[config.mk]
export PLATFORM = sky130hd
export DESIGN_NAME = volume_ramp_generator
export DESIGN_NICKNAME = d
export VERILOG_FILES = /design/src/rtl/vrg_pkg.sv /design/src/rtl/vrg_datapath.sv /design/src/rtl/vrg_ctrl.sv /design/src/rtl/volume_ramp_generator.sv
export SDC_FILE = /design/constraint.sdc
export NUM_CORES = 2
export LEC_CHECK = 0
export ABC_AREA = 1
export BUFFER_PORTS_ARGS = -buffer_cell sky130_fd_sc_hd__buf_2
export CAP_MARGIN = 10
export CORE_UTILIZATION = 60
export CTS_CLUSTER_SIZE = 14
export DETAILED_ROUTE_END_ITERATION = 8
export HOLD_SLACK_MARGIN = 0.03
export PLACE_DENSITY_LB_ADDON = 0.3
export SLEW_MARGIN = 15
export SYNTH_ARGS = -nofsm -noshare
export SYNTH_HDL_FRONTEND = slang
export SYNTH_SLANG_ARGS = --single-unit
[constraint.sdc]
create_clock -name clk_i -period 5.5 [get_ports clk_i]
set_input_delay 0.275 -clock clk_i [delete_from_list [all_inputs] [get_ports clk_i]]
set_output_delay 0.275 -clock clk_i [all_outputs]
set_load 0.02 [all_outputs]
[src/rtl/vrg_pkg.sv]
// Package: types, constants and action codes shared by the volume ramp generator.
`timescale 1ns / 1ps
`default_nettype none

package vrg_pkg;

  // Fixed-point format of the ramp level.
  localparam int unsigned FracBits  = 24;
  localparam int unsigned VolW      = 7;
  localparam int unsigned LevelW    = VolW + FracBits;
  localparam int unsigned StepW     = 32;
  localparam int unsigned CountW    = 16;

  // Configuration register widths and indices.
  localparam int unsigned RateW     = 17;
  localparam int unsigned ChanW     = 6;
  localparam int unsigned CfgIndexW = 4;
  localparam int unsigned CfgDataW  = 17;
  localparam logic [CfgIndexW-1:0] CFG_SAMPLE_RATE   = 4'd0;
  localparam logic [CfgIndexW-1:0] CFG_CHANNEL_COUNT = 4'd1;
  localparam logic [RateW-1:0]     RATE_RESET        = 17'd44100;
  localparam logic [ChanW-1:0]     CHAN_RESET        = 6'd4;

  // Divider geometry: the start numerator is at most 44 bits wide.
  localparam int unsigned DenW      = RateW + ChanW;
  localparam int unsigned ScaledW   = 26;
  localparam int unsigned NumW      = 44;
  localparam int unsigned DivCntW   = 6;
  localparam logic [DivCntW-1:0] DIV_LAST = 6'(NumW - 1);
  localparam int unsigned ProdW     = CountW + StepW;

  // 625000 * 2^FracBits / 4096 * VOLUME_MAX / 64 folds into this constant and a shift.
  localparam logic [ScaledW-1:0] STEP_SCALE = 26'd625000;

  // Commands.
  localparam logic [1:0] CMD_START   = 2'd0;
  localparam logic [1:0] CMD_STOP    = 2'd1;
  localparam logic [1:0] CMD_ADVANCE = 2'd2;

  // Actions applied to the state when an item finishes.
  localparam int unsigned ActW = 3;
  localparam logic [ActW-1:0] ACT_KEEP       = 3'd0;
  localparam logic [ActW-1:0] ACT_START_ZERO = 3'd1;
  localparam logic [ActW-1:0] ACT_START_SAT  = 3'd2;
  localparam logic [ActW-1:0] ACT_START_DIV  = 3'd3;
  localparam logic [ActW-1:0] ACT_STOP       = 3'd4;
  localparam logic [ActW-1:0] ACT_ADV_ALL    = 3'd5;
  localparam logic [ActW-1:0] ACT_ADV_DIV    = 3'd6;
  localparam logic [ActW-1:0] ACT_ADV_PART   = 3'd7;

  typedef struct packed {
    logic [1:0]        cmd;
    logic [VolW-1:0]   start_volume;
    logic [7:0]        ramp_code;
    logic [CountW-1:0] sample_count;
  } vrg_item_t;

  typedef struct packed {
    logic [VolW-1:0]   current_volume;
    logic [CountW-1:0] samples_stepped;
    logic              ramp_active;
  } vrg_result_t;

  // Commands from the controller to the datapath.
  typedef struct packed {
    logic            load;
    logic            prep;
    logic            div_init;
    logic            div_step;
    logic            fin;
    logic [ActW-1:0] act;
  } vrg_cmd_t;

  // Status from the datapath to the controller.
  typedef struct packed {
    logic [1:0] cmd;
    logic       decr_zero;
    logic       den_zero;
    logic       level_zero;
    logic       step_zero;
    logic       reach;
  } vrg_status_t;

endpackage

`default_nettype wire

[src/rtl/vrg_datapath.sv]
// Datapath: ramp state, configuration registers, multipliers and a bit-serial divider.
`timescale 1ns / 1ps
`default_nettype none

module vrg_datapath
  import vrg_pkg::*;
(
  input  wire logic                 clk_i,
  input  wire logic                 rst_ni,
  input  wire vrg_item_t            item_i,
  input  wire vrg_cmd_t             ctl_i,
  output vrg_status_t               status_o,
  input  wire logic                 cfg_valid_i,
  input  wire logic [CfgIndexW-1:0] cfg_index_i,
  input  wire logic [CfgDataW-1:0]  cfg_data_i,
  output vrg_result_t               result_o,
  output logic                      result_valid_o
);

  logic [RateW-1:0]  rate_q;
  logic [ChanW-1:0]  chan_q;
  logic [LevelW-1:0] level_q, level_d;
  logic [StepW-1:0]  step_q, step_d;
  logic              valid_q;

  vrg_item_t         item_q;
  logic [NumW-1:0]   num_q, num_d;
  logic [DenW-1:0]   den_q;
  logic [ProdW-1:0]  prod_q;
  logic [StepW-1:0]  divisor_q;
  logic [StepW-1:0]  rem_q, rem_d;
  logic [NumW-1:0]   quo_q, quo_d;
  vrg_result_t       result_q;

  logic [5:0]        decr;
  logic [ScaledW-1:0] scaled;
  logic [StepW:0]    trial, diff;
  logic              fits;
  logic [StepW:0]    ceil_num;
  logic [CountW-1:0] stepped;
  logic [StepW-1:0]  quo_sat;

  assign decr   = item_q.ramp_code[5:0];
  assign scaled = STEP_SCALE * {{(ScaledW-6){1'b0}}, decr};

  // The divider select is a power of eight, so it becomes a shift of the numerator.
  always_comb begin
    case (item_q.ramp_code[7:6])
      2'd0:    num_d = {{(NumW-ScaledW){1'b0}}, scaled} << 18;
      2'd1:    num_d = {{(NumW-ScaledW){1'b0}}, scaled} << 15;
      2'd2:    num_d = {{(NumW-ScaledW){1'b0}}, scaled} << 12;
      default: num_d = {{(NumW-ScaledW){1'b0}}, scaled} << 9;
    endcase
  end

  // One restoring step per cycle: the remainder always stays below the divisor.
  assign trial = {rem_q, quo_q[NumW-1]};
  assign diff  = trial - {1'b0, divisor_q};
  assign fits  = trial >= {1'b0, divisor_q};
  assign rem_d = fits ? diff[StepW-1:0] : trial[StepW-1:0];
  assign quo_d = {quo_q[NumW-2:0], fits};

  assign ceil_num = {2'b00, level_q} + {1'b0, step_q} - {{StepW{1'b0}}, 1'b1};
  assign quo_sat  = (|quo_q[NumW-1:StepW]) ? {StepW{1'b1}} : quo_q[StepW-1:0];

  always_comb begin
    level_d = level_q;
    step_d  = step_q;
    stepped = '0;
    case (ctl_i.act)
      ACT_START_ZERO: begin
        level_d = {item_q.start_volume, {FracBits{1'b0}}};
        step_d  = '0;
      end
      ACT_START_SAT: begin
        level_d = {item_q.start_volume, {FracBits{1'b0}}};
        step_d  = {StepW{1'b1}};
      end
      ACT_START_DIV: begin
        level_d = {item_q.start_volume, {FracBits{1'b0}}};
        step_d  = quo_sat;
      end
      ACT_STOP: begin
        level_d = '0;
        step_d  = '0;
      end
      ACT_ADV_ALL: begin
        stepped = item_q.sample_count;
      end
      ACT_ADV_DIV: begin
        level_d = '0;
        stepped = quo_q[CountW-1:0];
      end
      ACT_ADV_PART: begin
        level_d = level_q - prod_q[LevelW-1:0];
        stepped = item_q.sample_count;
      end
      default: begin
      end
    endcase
  end

  always_ff @(posedge clk_i or negedge rst_ni) begin
    if (!rst_ni) begin
      rate_q  <= RATE_RESET;
      chan_q  <= CHAN_RESET;
      level_q <= '0;
      step_q  <= '0;
      valid_q <= 1'b0;
    end else begin
      if (cfg_valid_i) begin
        if (cfg_index_i == CFG_SAMPLE_RATE) begin
          rate_q <= cfg_data_i[RateW-1:0];
        end else if (cfg_index_i == CFG_CHANNEL_COUNT) begin
          chan_q <= cfg_data_i[ChanW-1:0];
        end
      end
      if (ctl_i.fin) begin
        level_q <= level_d;
        step_q  <= step_d;
      end
      valid_q <= ctl_i.fin;
    end
  end

  always_ff @(posedge clk_i) begin
    if (ctl_i.load) begin
      item_q <= item_i;
    end
    if (ctl_i.prep) begin
      num_q  <= num_d;
      den_q  <= {{ChanW{1'b0}}, rate_q} * {{RateW{1'b0}}, chan_q};
      prod_q <= {{StepW{1'b0}}, item_q.sample_count} * {{CountW{1'b0}}, step_q};
    end
    if (ctl_i.div_init) begin
      rem_q <= '0;
      if (item_q.cmd == CMD_START) begin
        quo_q     <= num_q;
        divisor_q <= {{(StepW-DenW){1'b0}}, den_q};
      end else begin
        quo_q     <= {{(NumW-StepW-1){1'b0}}, ceil_num};
        divisor_q <= step_q;
      end
    end else if (ctl_i.div_step) begin
      rem_q <= rem_d;
      quo_q <= quo_d;
    end
    if (ctl_i.fin) begin
      result_q.current_volume  <= level_d[LevelW-1:FracBits];
      result_q.samples_stepped <= stepped;
      result_q.ramp_active     <= |level_d;
    end
  end

  assign status_o.cmd        = item_q.cmd;
  assign status_o.decr_zero  = decr == '0;
  assign status_o.den_zero   = (item_q.start_volume == '0) || (den_q == '0);
  assign status_o.level_zero = level_q == '0;
  assign status_o.step_zero  = step_q == '0;
  assign status_o.reach      = prod_q >= {{(ProdW-LevelW){1'b0}}, level_q};

  assign result_o       = result_q;
  assign result_valid_o = valid_q;

endmodule

`default_nettype wire

[src/rtl/vrg_ctrl.sv]
// Controller: sequences one item through operand setup, division when needed, and commit.
`timescale 1ns / 1ps
`default_nettype none

module vrg_ctrl
  import vrg_pkg::*;
(
  input  wire logic        clk_i,
  input  wire logic        rst_ni,
  input  wire logic        start,
  output logic             busy,
  input  wire vrg_status_t status_i,
  output vrg_cmd_t         ctl_o
);

  localparam logic [2:0] S_IDLE  = 3'd0;
  localparam logic [2:0] S_PREP  = 3'd1;
  localparam logic [2:0] S_CHECK = 3'd2;
  localparam logic [2:0] S_DIV   = 3'd3;
  localparam logic [2:0] S_FIN   = 3'd4;

  logic [2:0]         state_q, state_d;
  logic [ActW-1:0]    act_q, act_d;
  logic [DivCntW-1:0] cnt_q, cnt_d;
  logic               need_div;

  // Pick the commit action from the item and the registered operands.
  always_comb begin
    act_d    = ACT_KEEP;
    need_div = 1'b0;
    case (status_i.cmd)
      CMD_START: begin
        if (status_i.decr_zero) begin
          act_d = ACT_START_ZERO;
        end else if (status_i.den_zero) begin
          act_d = ACT_START_SAT;
        end else begin
          act_d    = ACT_START_DIV;
          need_div = 1'b1;
        end
      end
      CMD_STOP: begin
        act_d = ACT_STOP;
      end
      CMD_ADVANCE: begin
        if (status_i.level_zero) begin
          act_d = ACT_KEEP;
        end else if (status_i.step_zero) begin
          act_d = ACT_ADV_ALL;
        end else if (status_i.reach) begin
          act_d    = ACT_ADV_DIV;
          need_div = 1'b1;
        end else begin
          act_d = ACT_ADV_PART;
        end
      end
      default: begin
        act_d = ACT_KEEP;
      end
    endcase
  end

  always_comb begin
    state_d = state_q;
    cnt_d   = cnt_q;
    ctl_o   = '0;
    ctl_o.act = act_q;
    unique case (state_q)
      S_IDLE: begin
        if (start) begin
          ctl_o.load = 1'b1;
          state_d    = S_PREP;
        end
      end
      S_PREP: begin
        ctl_o.prep = 1'b1;
        state_d    = S_CHECK;
      end
      S_CHECK: begin
        cnt_d = '0;
        if (need_div) begin
          ctl_o.div_init = 1'b1;
          state_d        = S_DIV;
        end else begin
          state_d = S_FIN;
        end
      end
      S_DIV: begin
        ctl_o.div_step = 1'b1;
        cnt_d          = cnt_q + 1'b1;
        if (cnt_q == DIV_LAST) begin
          state_d = S_FIN;
        end
      end
      S_FIN: begin
        ctl_o.fin = 1'b1;
        state_d   = S_IDLE;
      end
      default: begin
        state_d = S_IDLE;
      end
    endcase
  end

  always_ff @(posedge clk_i or negedge rst_ni) begin
    if (!rst_ni) begin
      state_q <= S_IDLE;
      act_q   <= ACT_KEEP;
      cnt_q   <= '0;
    end else begin
      state_q <= state_d;
      cnt_q   <= cnt_d;
      if (state_q == S_CHECK) begin
        act_q <= act_d;
      end
    end
  end

  assign busy = state_q != S_IDLE;

endmodule

`default_nettype wire

[src/rtl/volume_ramp_generator.sv]
// Top level of the volume ramp generator: controller and datapath.
`timescale 1ns / 1ps
`default_nettype none

// Linear volume ramp for one voice.
// A word is taken from item_i at a clock edge where start is high and busy is
// low. Commands: start loads the level from start_volume and works out the
// per-sample step; stop clears level and step; advance steps the level down
// for up to sample_count samples, stopping at zero.
// Each word gives one result on result_o, shown for exactly one cycle with
// result_valid_o high; the receiver cannot hold it off.
// An accepted word passes through operand setup, a check and the commit, and,
// when a division is needed (a start with a nonzero decrement, start volume
// and divisor, or an advance that reaches zero), through the bit-serial
// divider, one quotient bit per cycle for the 44-bit numerator. busy drops in
// the same cycle as the strobe, so the next word may be taken while a result
// is shown; no new word is taken until the last one is through.
// Configuration words (index 0 sample rate, 1 channel count) are taken on
// any cycle through cfg_valid_i/cfg_ready_o and should be written while idle.
// Reset clears level and step and loads the sample rate with 44100 and the
// channel count with 4.
module volume_ramp_generator
  import vrg_pkg::*;
(
  input  wire logic                 clk_i,
  input  wire logic                 rst_ni,
  input  wire logic                 start,
  output logic                      busy,
  input  wire vrg_item_t            item_i,
  output vrg_result_t               result_o,
  output logic                      result_valid_o,
  input  wire logic                 cfg_valid_i,
  output logic                      cfg_ready_o,
  input  wire logic [CfgIndexW-1:0] cfg_index_i,
  input  wire logic [CfgDataW-1:0]  cfg_data_i
);

  vrg_cmd_t    ctl;
  vrg_status_t status;

  assign cfg_ready_o = 1'b1;

  vrg_ctrl u_ctrl (
    .clk_i    (clk_i),
    .rst_ni   (rst_ni),
    .start    (start),
    .busy     (busy),
    .status_i (status),
    .ctl_o    (ctl)
  );

  vrg_datapath u_datapath (
    .clk_i          (clk_i),
    .rst_ni         (rst_ni),
    .item_i         (item_i),
    .ctl_i          (ctl),
    .status_o       (status),
    .cfg_valid_i    (cfg_valid_i),
    .cfg_index_i    (cfg_index_i),
    .cfg_data_i     (cfg_data_i),
    .result_o       (result_o),
    .result_valid_o (result_valid_o)
  );

endmodule

`default_nettype wire
==> impl_metrics.env <==
export IMPL_status="finished, violations left"
export IMPL_failed_checks="negative setup slack"
export IMPL_worst_pin_slew_ps=1180
export IMPL_hold_path_class="in2reg"
export IMPL_period_share=1.09
export IMPL_cts_buffer_depth=3
export IMPL_cap_violations=0
export IMPL_antenna_left=0
export IMPL_syn_instance_count=5783
export IMPL_place_congestion=1.04
export IMPL_r2r_start="u_datapath.item_q[4]"
export IMPL_setup_viol=33
export IMPL_r2r_cells=25
export IMPL_critPathLaunch="u_datapath.item_q[4]"
export IMPL_ios=85
export IMPL_grt_pass1_vias=39300
export IMPL_detail_route_first_pass_iterations=6
export IMPL_maxSlewViolCount=0
export IMPL_antenna_found_initial=3
export IMPL_rows=99
export IMPL_portBuffers=83
export IMPL_fmax_mhz=167
export IMPL_dieArea_sq_um=74900
export IMPL_numCtsBuffers=45
export IMPL_fp_dieH_microns=274
export IMPL_grt_setup_unrepaired="true"
export IMPL_nets=7027
export IMPL_layout_common_cells="1548 x nand2_1, 1262 x inv_1, 466 x fa_1"
export IMPL_synth_cell_types=61
export IMPL_async_reset_ff_frac=0.270
export IMPL_ys_flop_type="edfxtp_1"
export IMPL_period_minus_slack_ps=5980
export IMPL_ys_warn_count=0
export IMPL_synth_edff_count=236
export IMPL_overflow=0
export IMPL_fp_dieW_microns=274
export IMPL_clock_sinks=367
export IMPL_yosys_top_cells_area="fa_1 22%, edfxtp_1 16%, nand2_1 13%"
export IMPL_layout_commonest_cell="nand2_1"
export IMPL_max_stage_delay_ps=530
export IMPL_clk_root_buffer_cell="clkbuf_16"
export IMPL_multiInputGateArea_sq_um=29700
export IMPL_nFillCells=5610
export IMPL_seqCellArea_sq_um=10200
export IMPL_slew_headroom=0.214
export IMPL_place_hpwl_microns=105000
export IMPL_hold_viol_final=0
export IMPL_clkTransAtPathRegs_ps=60
export IMPL_synth_area_sq_um=44300
export IMPL_ys_seq_elements=367
export IMPL_crit_type="reg2reg"
export IMPL_crit_arrival_ps=6320
export IMPL_drc=0
export IMPL_timing_final_ws_setup_ps=-477
export IMPL_grt_pass1_wl_microns=213000
export IMPL_clkLatencyLatePin_ps=610
export IMPL_drt_initial_drc_count=4117
export IMPL_core_sq_um=73000
export IMPL_start_util=0.607
export IMPL_dr_total_vias=39800
export IMPL_syn_nets=6688
export IMPL_critPathMaxFanout=13
export IMPL_synthToLayoutAreaGrowth_pct=17.5
export IMPL_avgRoutedWirePerCell_microns=19.5
export IMPL_final_util=0.713
export IMPL_yosysTopAreaCellShare=0.222
export IMPL_drive_gt1_frac=0.138
export IMPL_cts_max_level=2
export IMPL_endpoint="u_datapath.prod_q[34]"
export IMPL_required_ps=5850
export IMPL_grtUsageTotal=0.367
export IMPL_vias_per_cell=5.59
export IMPL_skew_ps=30.9
export IMPL_synth_top_area_cell="fa_1"
export IMPL_reg2reg_to="u_datapath.prod_q[34]"
export IMPL_grt_max_degree=100
export IMPL_routed_wl_microns=139000
export IMPL_cts_tree="yes"
export IMPL_critPathLaunchType="flop"
export IMPL_synth_area_per_cell_sq_um=7.66
export IMPL_cpMaxStageDelayCell="fa_1"
export IMPL_r2r_slack_ps=-480
export IMPL_endpoint_kind="flop"
export IMPL_yosysSeqAreaShare=0.231
how the worst min path moves through the flow:
| stage | start | to | slack, ps | depth (start not counted) |
|---|---|---|---|---|
| detailed placement | rst_ni | u_datapath.rate_q[14] | 350 | 1 |
| global route | start | u_ctrl.state_q[0] | 160 | 5 |
| floorplan | rst_ni | u_ctrl.act_q[0] | -20 | 0 |
| CTS | start | u_ctrl.state_q[2] | 120 | 5 |
| finish | start | u_ctrl.state_q[2] | 150 | 5 |
| global placement | rst_ni | u_datapath.rate_q[9] | 340 | 1 |
registers in the layout (all words and copies together), names as in the netlist, 25 cells and up:
signal / cells
u_datapath.prod_q: 48
u_datapath.item_q: 25
u_datapath.quo_q: 44
u_datapath.rem_q: 32
u_datapath.level_q: 31
u_datapath.divisor_q: 32
u_datapath.step_q: 32
u_datapath.num_q: 32
through the flow:
step                TNS (ps)  setup slack [ps]  hold slack (ps)  area (sq um)  instances
finish                -10600              -477              145         52000       7119
floorplan              -39.2             -20.5            -20.6         44400       5783
global placement      -11530              -684              345         47800       6909
CTS                    -5660              -356              125         51100       7080
detailed placement    -12880              -708              354         47800       6909
global route          -15690              -653              165         52000       7119
critical path: cells and delay by family (launching register included):
family | cells | cell delay (ps)
flops | 1 | 420
compound gates | 5 | 840
simple gates | 2 | 150
buf+inv | 10 | 940
fa+ha+maj | 7 | 3180
xor+xnor | 1 | 160
cells in the mapped netlist (16+ instances only):
cell,count
o21ai_0,268
fa_1,492
clkbuf_1,179
o21bai_1,23
nand4_1,41
edfxtp_1,236
o22ai_1,16
nand3_1,204
xor2_1,52
nand3b_1,40
a21oi_1,216
nand2_1,1590
o21ai_1,20
xnor2_1,43
dfxtp_1,32
a21o_1,25
dfrtp_1,92
nor3_1,44
nor2_1,273
a22oi_1,32
ha_1,355
inv_1,1305
nor4_1,25
a31oi_1,18
nand2_2,16
routing by layer:
metal / global-route usage / up-vias / part of all wire
li1: - / 18500 / -
met1: 0.513 / 19100 / 0.41
met2: 0.584 / 1871 / 0.45
met3: 0.0508 / 370 / 0.090
met4: 0.134 / 4 / 0.045
met5: 0 / - / 0.00019
layout make-up:
| cell class | instances | area share |
|---|---|---|
| diodes | 1 | 0.0000481 |
| well taps | 959 | 0.0231 |
| multi-input cells | 3887 | 0.570 |
| clock inverters | 22 | 0.00505 |
| flip-flops and latches | 367 | 0.196 |
| inverters | 1317 | 0.0951 |
| repair buffers | 504 | 0.0863 |
| clock buffers | 62 | 0.0239 |
logic make-up (layout without fill, tap and decap cells):
kind of cell,after synthesis,count (layout),share of synthesized area
and+or+nand+nor,2262,2262,0.209
buffers and inverters,1529,1905,0.131
adders and majority gates,847,847,0.323
AOI/OAI and AO/OA,671,671,0.0850
DFF,367,367,0.231
xor gates and xnor gates,95,95,0.0188
muxes,11,11,0.00280
other,1,2,0.0000847
what timing repair did:
action / CTS / global route
pin swaps: 69 / 74
hold buffers: 51 / 0
endpoints found under the setup margin: 33 / 34
endpoints found under the hold margin: 96 / 0
setup buffers: 33 / 34
cloned: 5 / 4
resized for setup: 222 / 154
Power is not shown: default switching activity piles up to over one toggle a cycle in this logic, so the estimate is an artifact.
